[config.mk]
export PLATFORM = sky130hd
export DESIGN_NAME = pattern_occurrence_counter_unit
export DESIGN_NICKNAME = d
export VERILOG_FILES = /design/src/hw/rtl/poc_pkg.sv /design/src/hw/rtl/pattern_occurrence_counter_unit.sv /design/src/hw/rtl/poc_cell.sv /design/src/hw/rtl/poc_tally.sv
export SDC_FILE = /design/constraint.sdc
export NUM_CORES = 1
export LEC_CHECK = 0
export BUFFER_PORTS_ARGS = -buffer_cell sky130_fd_sc_hd__buf_2
export CAP_MARGIN = 15
export CORE_MARGIN = 5
export CORE_UTILIZATION = 62
export DETAILED_ROUTE_END_ITERATION = 10
export PLACE_DENSITY = 0.89
export RECOVER_POWER = 25
export SLEW_MARGIN = 5
export SYNTH_ARGS = -nofsm -noshare
export SYNTH_HDL_FRONTEND = slang
export SYNTH_SLANG_ARGS = --single-unit
export TNS_END_PERCENT = 100
[constraint.sdc]
create_clock -name aclk -period 7.35 [get_ports aclk]
set_clock_uncertainty 0.05 [all_clocks]
set_input_delay 0.3675 -clock aclk [delete_from_list [all_inputs] [get_ports aclk]]
set_output_delay 0.3675 -clock aclk [all_outputs]
set_load 0.005 [all_outputs]
[src/hw/rtl/poc_pkg.sv]
// ---------------------------------------------------------------------------
// Pattern occurrence counter package
// Sizes, register indexes and control structs shared by the counter modules.
// ---------------------------------------------------------------------------
`default_nettype none

package poc_pkg;

    localparam int PATTERN_MAX = 16;
    localparam int COUNT_WIDTH = 16;

    // The pattern registers hold sixteen bytes whatever PATTERN_MAX is.
    localparam int PAT_BYTES  = 16;
    localparam int PAT_IDX_W  = 4;
    localparam int LEN_W      = 5;
    localparam int HIST_DEPTH = PATTERN_MAX - 1;
    localparam int SEEN_W     = $clog2(PATTERN_MAX + 1);
    localparam int BLK_W      = 4;
    localparam int OUT_CNT_W  = 16;

    localparam int APB_ADDR_W = 5;
    localparam int APB_DATA_W = 64;

    typedef enum logic [1:0] {
        REG_PATTERN_LOW  = 2'd0,
        REG_PATTERN_HIGH = 2'd1,
        REG_PATTERN_LEN  = 2'd2,
        REG_UNUSED       = 2'd3
    } poc_reg_idx_t;

    // Per-transaction control handed to the history cells and the tally.
    typedef struct packed {
        logic advance;   // an input transaction is accepted this cycle
        logic clear;     // it is the last byte of the text
    } poc_step_ctl_t;

    typedef struct packed {
        logic                   counted;
        logic [OUT_CNT_W-1:0]   count;
    } poc_tally_out_t;

endpackage

`default_nettype wire

[src/hw/rtl/pattern_occurrence_counter_unit.sv]
// ---------------------------------------------------------------------------
// Pattern occurrence counter unit
// Counts non-overlapping occurrences of a configured pattern in a byte stream.
// ---------------------------------------------------------------------------
//  Channel   Prefix  Direction  Contents
//  text      s_      in         text_byte, end_of_text
//  result    m_      out        match_counted, occurrence_count, final_result
//  config    p       in/out     APB, 64-bit data, registers at 0x00/0x08/0x10
//
//  One byte is taken every cycle while s_ready is high; its result is registered
//  from the combinational window compare across the history cell chain.
//  A two-entry output (register plus skid) lets one more transaction enter
//  while a result waits; s_ready falls only when both entries are full.
//  Reset (synchronous, aresetn low) clears registers, history and count.
// ---------------------------------------------------------------------------
`default_nettype none

module pattern_occurrence_counter_unit
    import poc_pkg::*;
(
    input  wire logic                  aclk,
    input  wire logic                  aresetn,
    input  wire logic                  s_valid,
    output logic                       s_ready,
    input  wire logic [7:0]            s_text_byte,
    input  wire logic                  s_end_of_text,
    output logic                       m_valid,
    input  wire logic                  m_ready,
    output logic                       m_match_counted,
    output logic [OUT_CNT_W-1:0]       m_occurrence_count,
    output logic                       m_final_result,
    input  wire logic                  psel,
    input  wire logic                  penable,
    input  wire logic                  pwrite,
    input  wire logic [APB_ADDR_W-1:0] paddr,
    input  wire logic [APB_DATA_W-1:0] pwdata,
    output logic [APB_DATA_W-1:0]      prdata,
    output logic                       pready
);

    // Configuration registers.
    logic [63:0]      pat_low_reg;
    logic [63:0]      pat_high_reg;
    logic [LEN_W-1:0] pat_len_reg;
    poc_reg_idx_t     reg_idx;
    logic             cfg_write;

    assign pready    = 1'b1;
    assign reg_idx   = poc_reg_idx_t'(paddr[4:3]);
    assign cfg_write = psel && penable && pwrite;

    always_ff @(posedge aclk) begin
        if (!aresetn) begin
            pat_low_reg  <= '0;
            pat_high_reg <= '0;
            pat_len_reg  <= '0;
        end else if (cfg_write) begin
            unique case (reg_idx)
                REG_PATTERN_LOW:  pat_low_reg  <= pwdata;
                REG_PATTERN_HIGH: pat_high_reg <= pwdata;
                REG_PATTERN_LEN:  pat_len_reg  <= pwdata[LEN_W-1:0];
                default: ;
            endcase
        end
    end

    always_comb begin
        unique case (reg_idx)
            REG_PATTERN_LOW:  prdata = pat_low_reg;
            REG_PATTERN_HIGH: prdata = pat_high_reg;
            REG_PATTERN_LEN:  prdata = APB_DATA_W'(pat_len_reg);
            default:          prdata = '0;
        endcase
    end

    // Pattern bytes and the effective length.
    logic [7:0]           pat_bytes [PAT_BYTES];
    logic [LEN_W-1:0]     len;
    logic [PAT_IDX_W-1:0] len_m1;

    always_comb begin
        for (int k = 0; k < 8; k++) begin
            pat_bytes[k]     = pat_low_reg[8*k +: 8];
            pat_bytes[k + 8] = pat_high_reg[8*k +: 8];
        end
    end

    assign len    = (pat_len_reg > LEN_W'(PATTERN_MAX)) ? LEN_W'(PATTERN_MAX) : pat_len_reg;
    assign len_m1 = PAT_IDX_W'(len - 1'b1);

    // Input handshake and per-step control.
    logic          skid_valid_reg;
    logic          accept;
    poc_step_ctl_t ctl;

    assign s_ready     = !skid_valid_reg;
    assign accept      = s_valid && s_ready;
    assign ctl.advance = accept;
    assign ctl.clear   = s_end_of_text;

    // History cell chain: cell g holds the byte g+1 positions back.
    logic [7:0] cell_byte [HIST_DEPTH];
    logic [HIST_DEPTH-1:0] cell_hit;

    genvar g;
    generate
        for (g = 0; g < HIST_DEPTH; g++) begin : g_cell
            logic [7:0] shift_in;
            logic [7:0] want_byte;
            logic       active;

            if (g == 0) begin : g_head
                assign shift_in = s_text_byte;
            end else begin : g_body
                assign shift_in = cell_byte[g-1];
            end

            assign want_byte = pat_bytes[PAT_IDX_W'(len_m1 - PAT_IDX_W'(g + 1))];
            assign active    = (LEN_W'(g + 1) < len);

            poc_cell u_cell (
                .aclk      (aclk),
                .aresetn   (aresetn),
                .ctl       (ctl),
                .shift_in  (shift_in),
                .want_byte (want_byte),
                .active    (active),
                .byte_q    (cell_byte[g]),
                .hit       (cell_hit[g])
            );
        end
    endgenerate

    logic           window_hit;
    poc_tally_out_t tally;

    assign window_hit = (s_text_byte == pat_bytes[len_m1]) && (&cell_hit);

    poc_tally u_tally (
        .aclk       (aclk),
        .aresetn    (aresetn),
        .ctl        (ctl),
        .window_hit (window_hit),
        .len        (len),
        .result     (tally)
    );

    // Output register with a skid entry behind it.
    logic                 out_valid_reg;
    logic                 out_match_reg, skid_match_reg;
    logic [OUT_CNT_W-1:0] out_count_reg, skid_count_reg;
    logic                 out_final_reg, skid_final_reg;
    logic                 out_fire;

    assign out_fire = out_valid_reg && m_ready;

    always_ff @(posedge aclk) begin
        if (!aresetn) begin
            out_valid_reg  <= 1'b0;
            skid_valid_reg <= 1'b0;
        end else begin
            priority if (skid_valid_reg) begin
                if (out_fire) begin
                    skid_valid_reg <= 1'b0;
                end
            end else if (accept) begin
                if (out_valid_reg && !m_ready) begin
                    skid_valid_reg <= 1'b1;
                end else begin
                    out_valid_reg <= 1'b1;
                end
            end else if (out_fire) begin
                out_valid_reg <= 1'b0;
            end else begin
                out_valid_reg <= out_valid_reg;
            end
        end
    end

    always_ff @(posedge aclk) begin
        priority if (skid_valid_reg) begin
            if (out_fire) begin
                out_match_reg <= skid_match_reg;
                out_count_reg <= skid_count_reg;
                out_final_reg <= skid_final_reg;
            end
        end else if (accept) begin
            if (out_valid_reg && !m_ready) begin
                skid_match_reg <= tally.counted;
                skid_count_reg <= tally.count;
                skid_final_reg <= s_end_of_text;
            end else begin
                out_match_reg <= tally.counted;
                out_count_reg <= tally.count;
                out_final_reg <= s_end_of_text;
            end
        end else begin
            out_match_reg <= out_match_reg;
            out_count_reg <= out_count_reg;
            out_final_reg <= out_final_reg;
        end
    end

    assign m_valid            = out_valid_reg;
    assign m_match_counted    = out_match_reg;
    assign m_occurrence_count = out_count_reg;
    assign m_final_result     = out_final_reg;

endmodule

`default_nettype wire

[src/hw/rtl/poc_cell.sv]
// ---------------------------------------------------------------------------
// Pattern occurrence counter history cell
// Holds one earlier text byte, passes it down the chain and compares it.
// ---------------------------------------------------------------------------
`default_nettype none

module poc_cell
    import poc_pkg::*;
(
    input  wire logic          aclk,
    input  wire logic          aresetn,
    input  wire poc_step_ctl_t ctl,
    input  wire logic [7:0]    shift_in,
    input  wire logic [7:0]    want_byte,
    input  wire logic          active,
    output logic [7:0]         byte_q,
    output logic               hit
);

    logic [7:0] byte_reg;
    logic [7:0] byte_next;

    always_comb begin
        byte_next = byte_reg;
        if (ctl.advance) begin
            byte_next = ctl.clear ? 8'd0 : shift_in;
        end
    end

    always_ff @(posedge aclk) begin
        if (!aresetn) begin
            byte_reg <= 8'd0;
        end else begin
            byte_reg <= byte_next;
        end
    end

    assign byte_q = byte_reg;
    // A cell beyond the pattern length does not take part in the compare.
    assign hit    = !active || (byte_reg == want_byte);

endmodule

`default_nettype wire

[src/hw/rtl/poc_tally.sv]
// ---------------------------------------------------------------------------
// Pattern occurrence counter tally
// Tracks bytes seen, the overlap block-out and the saturating count.
// ---------------------------------------------------------------------------
`default_nettype none

module poc_tally
    import poc_pkg::*;
(
    input  wire logic             aclk,
    input  wire logic             aresetn,
    input  wire poc_step_ctl_t    ctl,
    input  wire logic             window_hit,
    input  wire logic [LEN_W-1:0] len,
    output poc_tally_out_t        result
);

    localparam logic [COUNT_WIDTH-1:0] COUNT_MAX = {COUNT_WIDTH{1'b1}};

    logic [SEEN_W-1:0]      seen_reg, seen_next;
    logic [BLK_W-1:0]       blocked_reg, blocked_next;
    logic [COUNT_WIDTH-1:0] count_reg, count_next;
    logic [COUNT_WIDTH-1:0] count_step;
    logic                   enough;
    logic                   match;
    logic                   counted;

    // The whole pattern must lie inside the current text.
    assign enough = (6'(seen_reg) + 6'd1) >= 6'(len);
    assign match  = (len != '0) && enough && window_hit;

    always_comb begin
        blocked_next = blocked_reg;
        count_step   = count_reg;
        counted      = 1'b0;
        priority if (blocked_reg != '0) begin
            blocked_next = blocked_reg - 1'b1;
        end else if (match) begin
            counted      = 1'b1;
            if (count_reg != COUNT_MAX) begin
                count_step = count_reg + 1'b1;
            end
            blocked_next = BLK_W'(len - 1'b1);
        end else begin
            blocked_next = blocked_reg;
        end
    end

    always_comb begin
        seen_next  = seen_reg;
        count_next = count_reg;
        if (ctl.advance) begin
            if (ctl.clear) begin
                seen_next    = '0;
                count_next   = '0;
            end else begin
                count_next = count_step;
                if (seen_reg != SEEN_W'(PATTERN_MAX)) begin
                    seen_next = seen_reg + 1'b1;
                end
            end
        end
    end

    always_ff @(posedge aclk) begin
        if (!aresetn) begin
            seen_reg    <= '0;
            blocked_reg <= '0;
            count_reg   <= '0;
        end else begin
            seen_reg  <= seen_next;
            count_reg <= count_next;
            if (ctl.advance) begin
                blocked_reg <= ctl.clear ? '0 : blocked_next;
            end
        end
    end

    assign result.counted = counted;
    assign result.count   = OUT_CNT_W'(count_step);

endmodule

`default_nettype wire

==> results.toml <==
[floorplan]
die_area_sq_um = 42400
core_area_sq_um = 37800
ioPinCount = 170
initial_core_util_pct = 63.1
die_x_um = 206
rows = 71
fp.dieH_um = 206

[logic_synthesis]
avgSynthCellArea_sq_um = 8.34
synth_edf_count = 36
yosys_most_used_dff = "dfxtp_1"
synth_top_area_share_pct = 23.5
ys_seq_area_share_pct = 28.1
synth.largest_area_cell = "dfxtp_1"
synth_seq_cells = 316
post-synth-top-count-cell = "nand2_1"
async_flop_share_pct = 0
syn_nets = 2950
synth_cell_types = 103
ys_warn_count = 0
netlist_instances = 2854
synth_common_cells = "361 x nand2_1, 303 x nor2_1, 280 x dfxtp_1"
syn_area_sq_um = 23800
synth.area.top_cells = "dfxtp_1 24%, mux2i_1 12%, mux4_2 9.5%"

[drt]
route.vias.total = 24405
drtAntennaViolNets = 0
wl_per_cell_um = 28.7
drt-total-wl_um = 97300
drtPass1Iterations = 6
remaining_drc_errors = 0
dr.first_iter.drc_count = 3664
via_per_inst = 7.19

[placed_design]
port_buffers = 165
dp_hpwl_um = 71000
post-place-ws_ns = 1.03
gp_congestion = 1.05

[grt]
grt_pass1_vias = 22259
track_usage_pct = 44.5
grt_pass1_wl_um = 142000
grt_overflow = 0
antenna_found_initial = 2
grt_max_degree = 167

[power]
power.density_nw_per_um2 = 167
ir_drop_v = 0.000177
p_leak_nw = 9.77

[critical_path]
cp_slowest_cell = "nand3_1"
critPathLaunch = "pat_len_reg[4]"
r2r_slack_ns = 0.74
r2r-end = "m_occurrence_count[8]"
crit_path_cell_trace = "and2b_1 > clkinv_1 > ha_1 > xnor2_4 > nand3_1 > a2111oi_0 > a2111oi_0 > a2111oi_0 > buf_4 > or4b_1 > a21oi_1 > o2111a_2 > nand4_4 > or4_1 > a31oi_1"
endpoint_kind = "register"
crit_buf_inv = 2
crit_top_cell = "a2111oi_0"
worstPathArrival_ns = 6.96
reg2reg_depth = 15
cp-start-kind = "register"
max_stage_delay_ns = 0.89
critical_path_required_ns = 7.69
crit_family = "simple AND/OR/NAND/NOR gates"
r2r-start = "pat_len_reg[4]"
cp_max_fo = 32
path_class = "reg2reg"

[sta]
period_needed_ns = 6.61
fmaxAchievable_ghz = 0.151
tightestPinTransition_ns = 5.34
fin_setup_tns_ns = 0
setup_ws_ns = 0.736
setup_viol = 0
hold_viol_final = 0
slew_violations = 362
rsz0062_at_grt = "false"
slew_headroom_pct = -256
fin_crit_sh_pct = 90.0

[final_layout]
largest_reg_flops = 120
drive_gt1_share_pct = 14.9
final_nets = 2953
final.fill_count = 3024
synthToLayoutAreaGrowth_pct = 8.68
antenna-diode-count = 0

[clock_tree]
cts_buffers = 36
htree_levels = 2
clk_pin_slew_ns = 0.07
post_cts.resized_instances = 0
post_cts_buffers = 0
cts_tree = "built"
clock_latency_ns = 0.58
clockRootBuffer = "clkbuf_16"
cts_sinks = 316
clock_path_buffers = 3

[min_path]
min_to = "pat_low_reg[30]"
hp-class = "in2reg"
hold_start = "pwdata[30]"
min_path_cells = 3

[job]
max_cap_viol_count = 4

[outcome]
violations = "capacitance limit, slew limit"
outcome = "complete, but fails checks"
## cell usage in the layout (no fill, tap or decap), types with 11 or more instances in the layout
cell	Yosys	final
o221ai_1	12	12
a2111oi_0	21	21
dfxtp_1	280	278
o2111ai_1	29	29
o211ai_1	20	20
clkbuf_16	0	38
nor4_1	15	15
o22ai_1	17	17
xnor2_1	71	71
nand3_1	81	81
nor2_1	303	303
nand4_1	33	33
a2bb2oi_1	20	20
nand2_1	361	359
mux4_2	100	100
a21o_1	15	15
buf_4	14	43
a211oi_1	11	11
a22oi_1	17	17
a31oi_1	44	44
and3_1	78	78
nor2b_1	14	13
a21oi_1	262	261
o21ai_0	52	52
edfxtp_1	36	36
mux2_2	26	26
nor3_1	64	63
xor2_1	29	29
or4_1	12	12
nor3b_1	16	15
inv_1	38	39
buf_2	45	121
or3_1	13	12
mux2i_1	278	277
o21a_1	11	11
clkbuf_1	151	46
## cell type report
type,count,area (sq um),share of cell area [%]
clock buffers,52,1090,4.22
clock inverters,14,174,0.672
inverters,47,176,0.682
multi-input cells,2235,15900,61.3
flip-flops and latches,316,6690,25.9
well taps,511,639,2.47
repair buffers,221,1240,4.78
## logic make-up (layout without fill, tap and decap cells)
logic type,Yosys count,count (layout),share of synthesized area (%)
buf+inv,303,334,5.53
mux,404,404,22.4
xor+xnor,105,105,4.20
flops,316,316,28.1
other cells,1,1,0.0157
fa+ha+maj,11,11,0.578
compound gates,643,643,17.9
simple gates,1071,1071,21.4
## stage by stage
step                      total power, mW  instance area [sq um]  instances  hold slack, ns  utilization, %
after floorplan                      2.20                  23800       2854           0.411               -
after global placement               2.38                  24600       3321           0.425            65.1
after detailed placement             2.39                  24600       3321           0.454            65.1
after CTS                            4.29                  25900       3396       0.0000632            68.7
after global routing                 4.42                  25900       3396         0.00340            68.6
final                                4.33                  25900       3396         0.00321            68.6
## tightest hold or removal path, stage by stage
cell and delay [ns]:
buf_2 0.10, nand2_1 0.05, a21oi_1 0.05
## worst max path at each step
stage | cells past startpoint | endpoint | slack (ns)
after detailed placement | 15 | m_occurrence_count[8] | 1.03
after global placement | 15 | m_occurrence_count[6] | 1.10
after floorplan | 22 | m_occurrence_count[1] | 1.94
after CTS | 15 | m_occurrence_count[8] | 0.98
after global routing | 4 | pat_low_reg[27] | 0.36
final | 15 | m_occurrence_count[8] | 0.74
## per-layer routing
metal / track usage [%] / vias to the layer above / wire length, um
met5: 0 / - / 10
met4: 24.9 / 2 / 6930
met3: 9.81 / 359 / 11800
met2: 67.6 / 1847 / 42000
met1: 58.8 / 11652 / 36500
li1: - / 10545 / -
## report_power, final
group          internal [mW]  switching, mW
Clock                   1.15          0.787
Combinational          0.200          0.382
Sequential              1.77         0.0366
Total                   3.12           1.21
## what timing repair did
action | in CTS | in global routing
endpoints found under the hold margin | 10 | 0
endpoints found under the setup margin | 0 | 0
hold buffers | 9 | 0
Power figures use the tool's default switching activity.
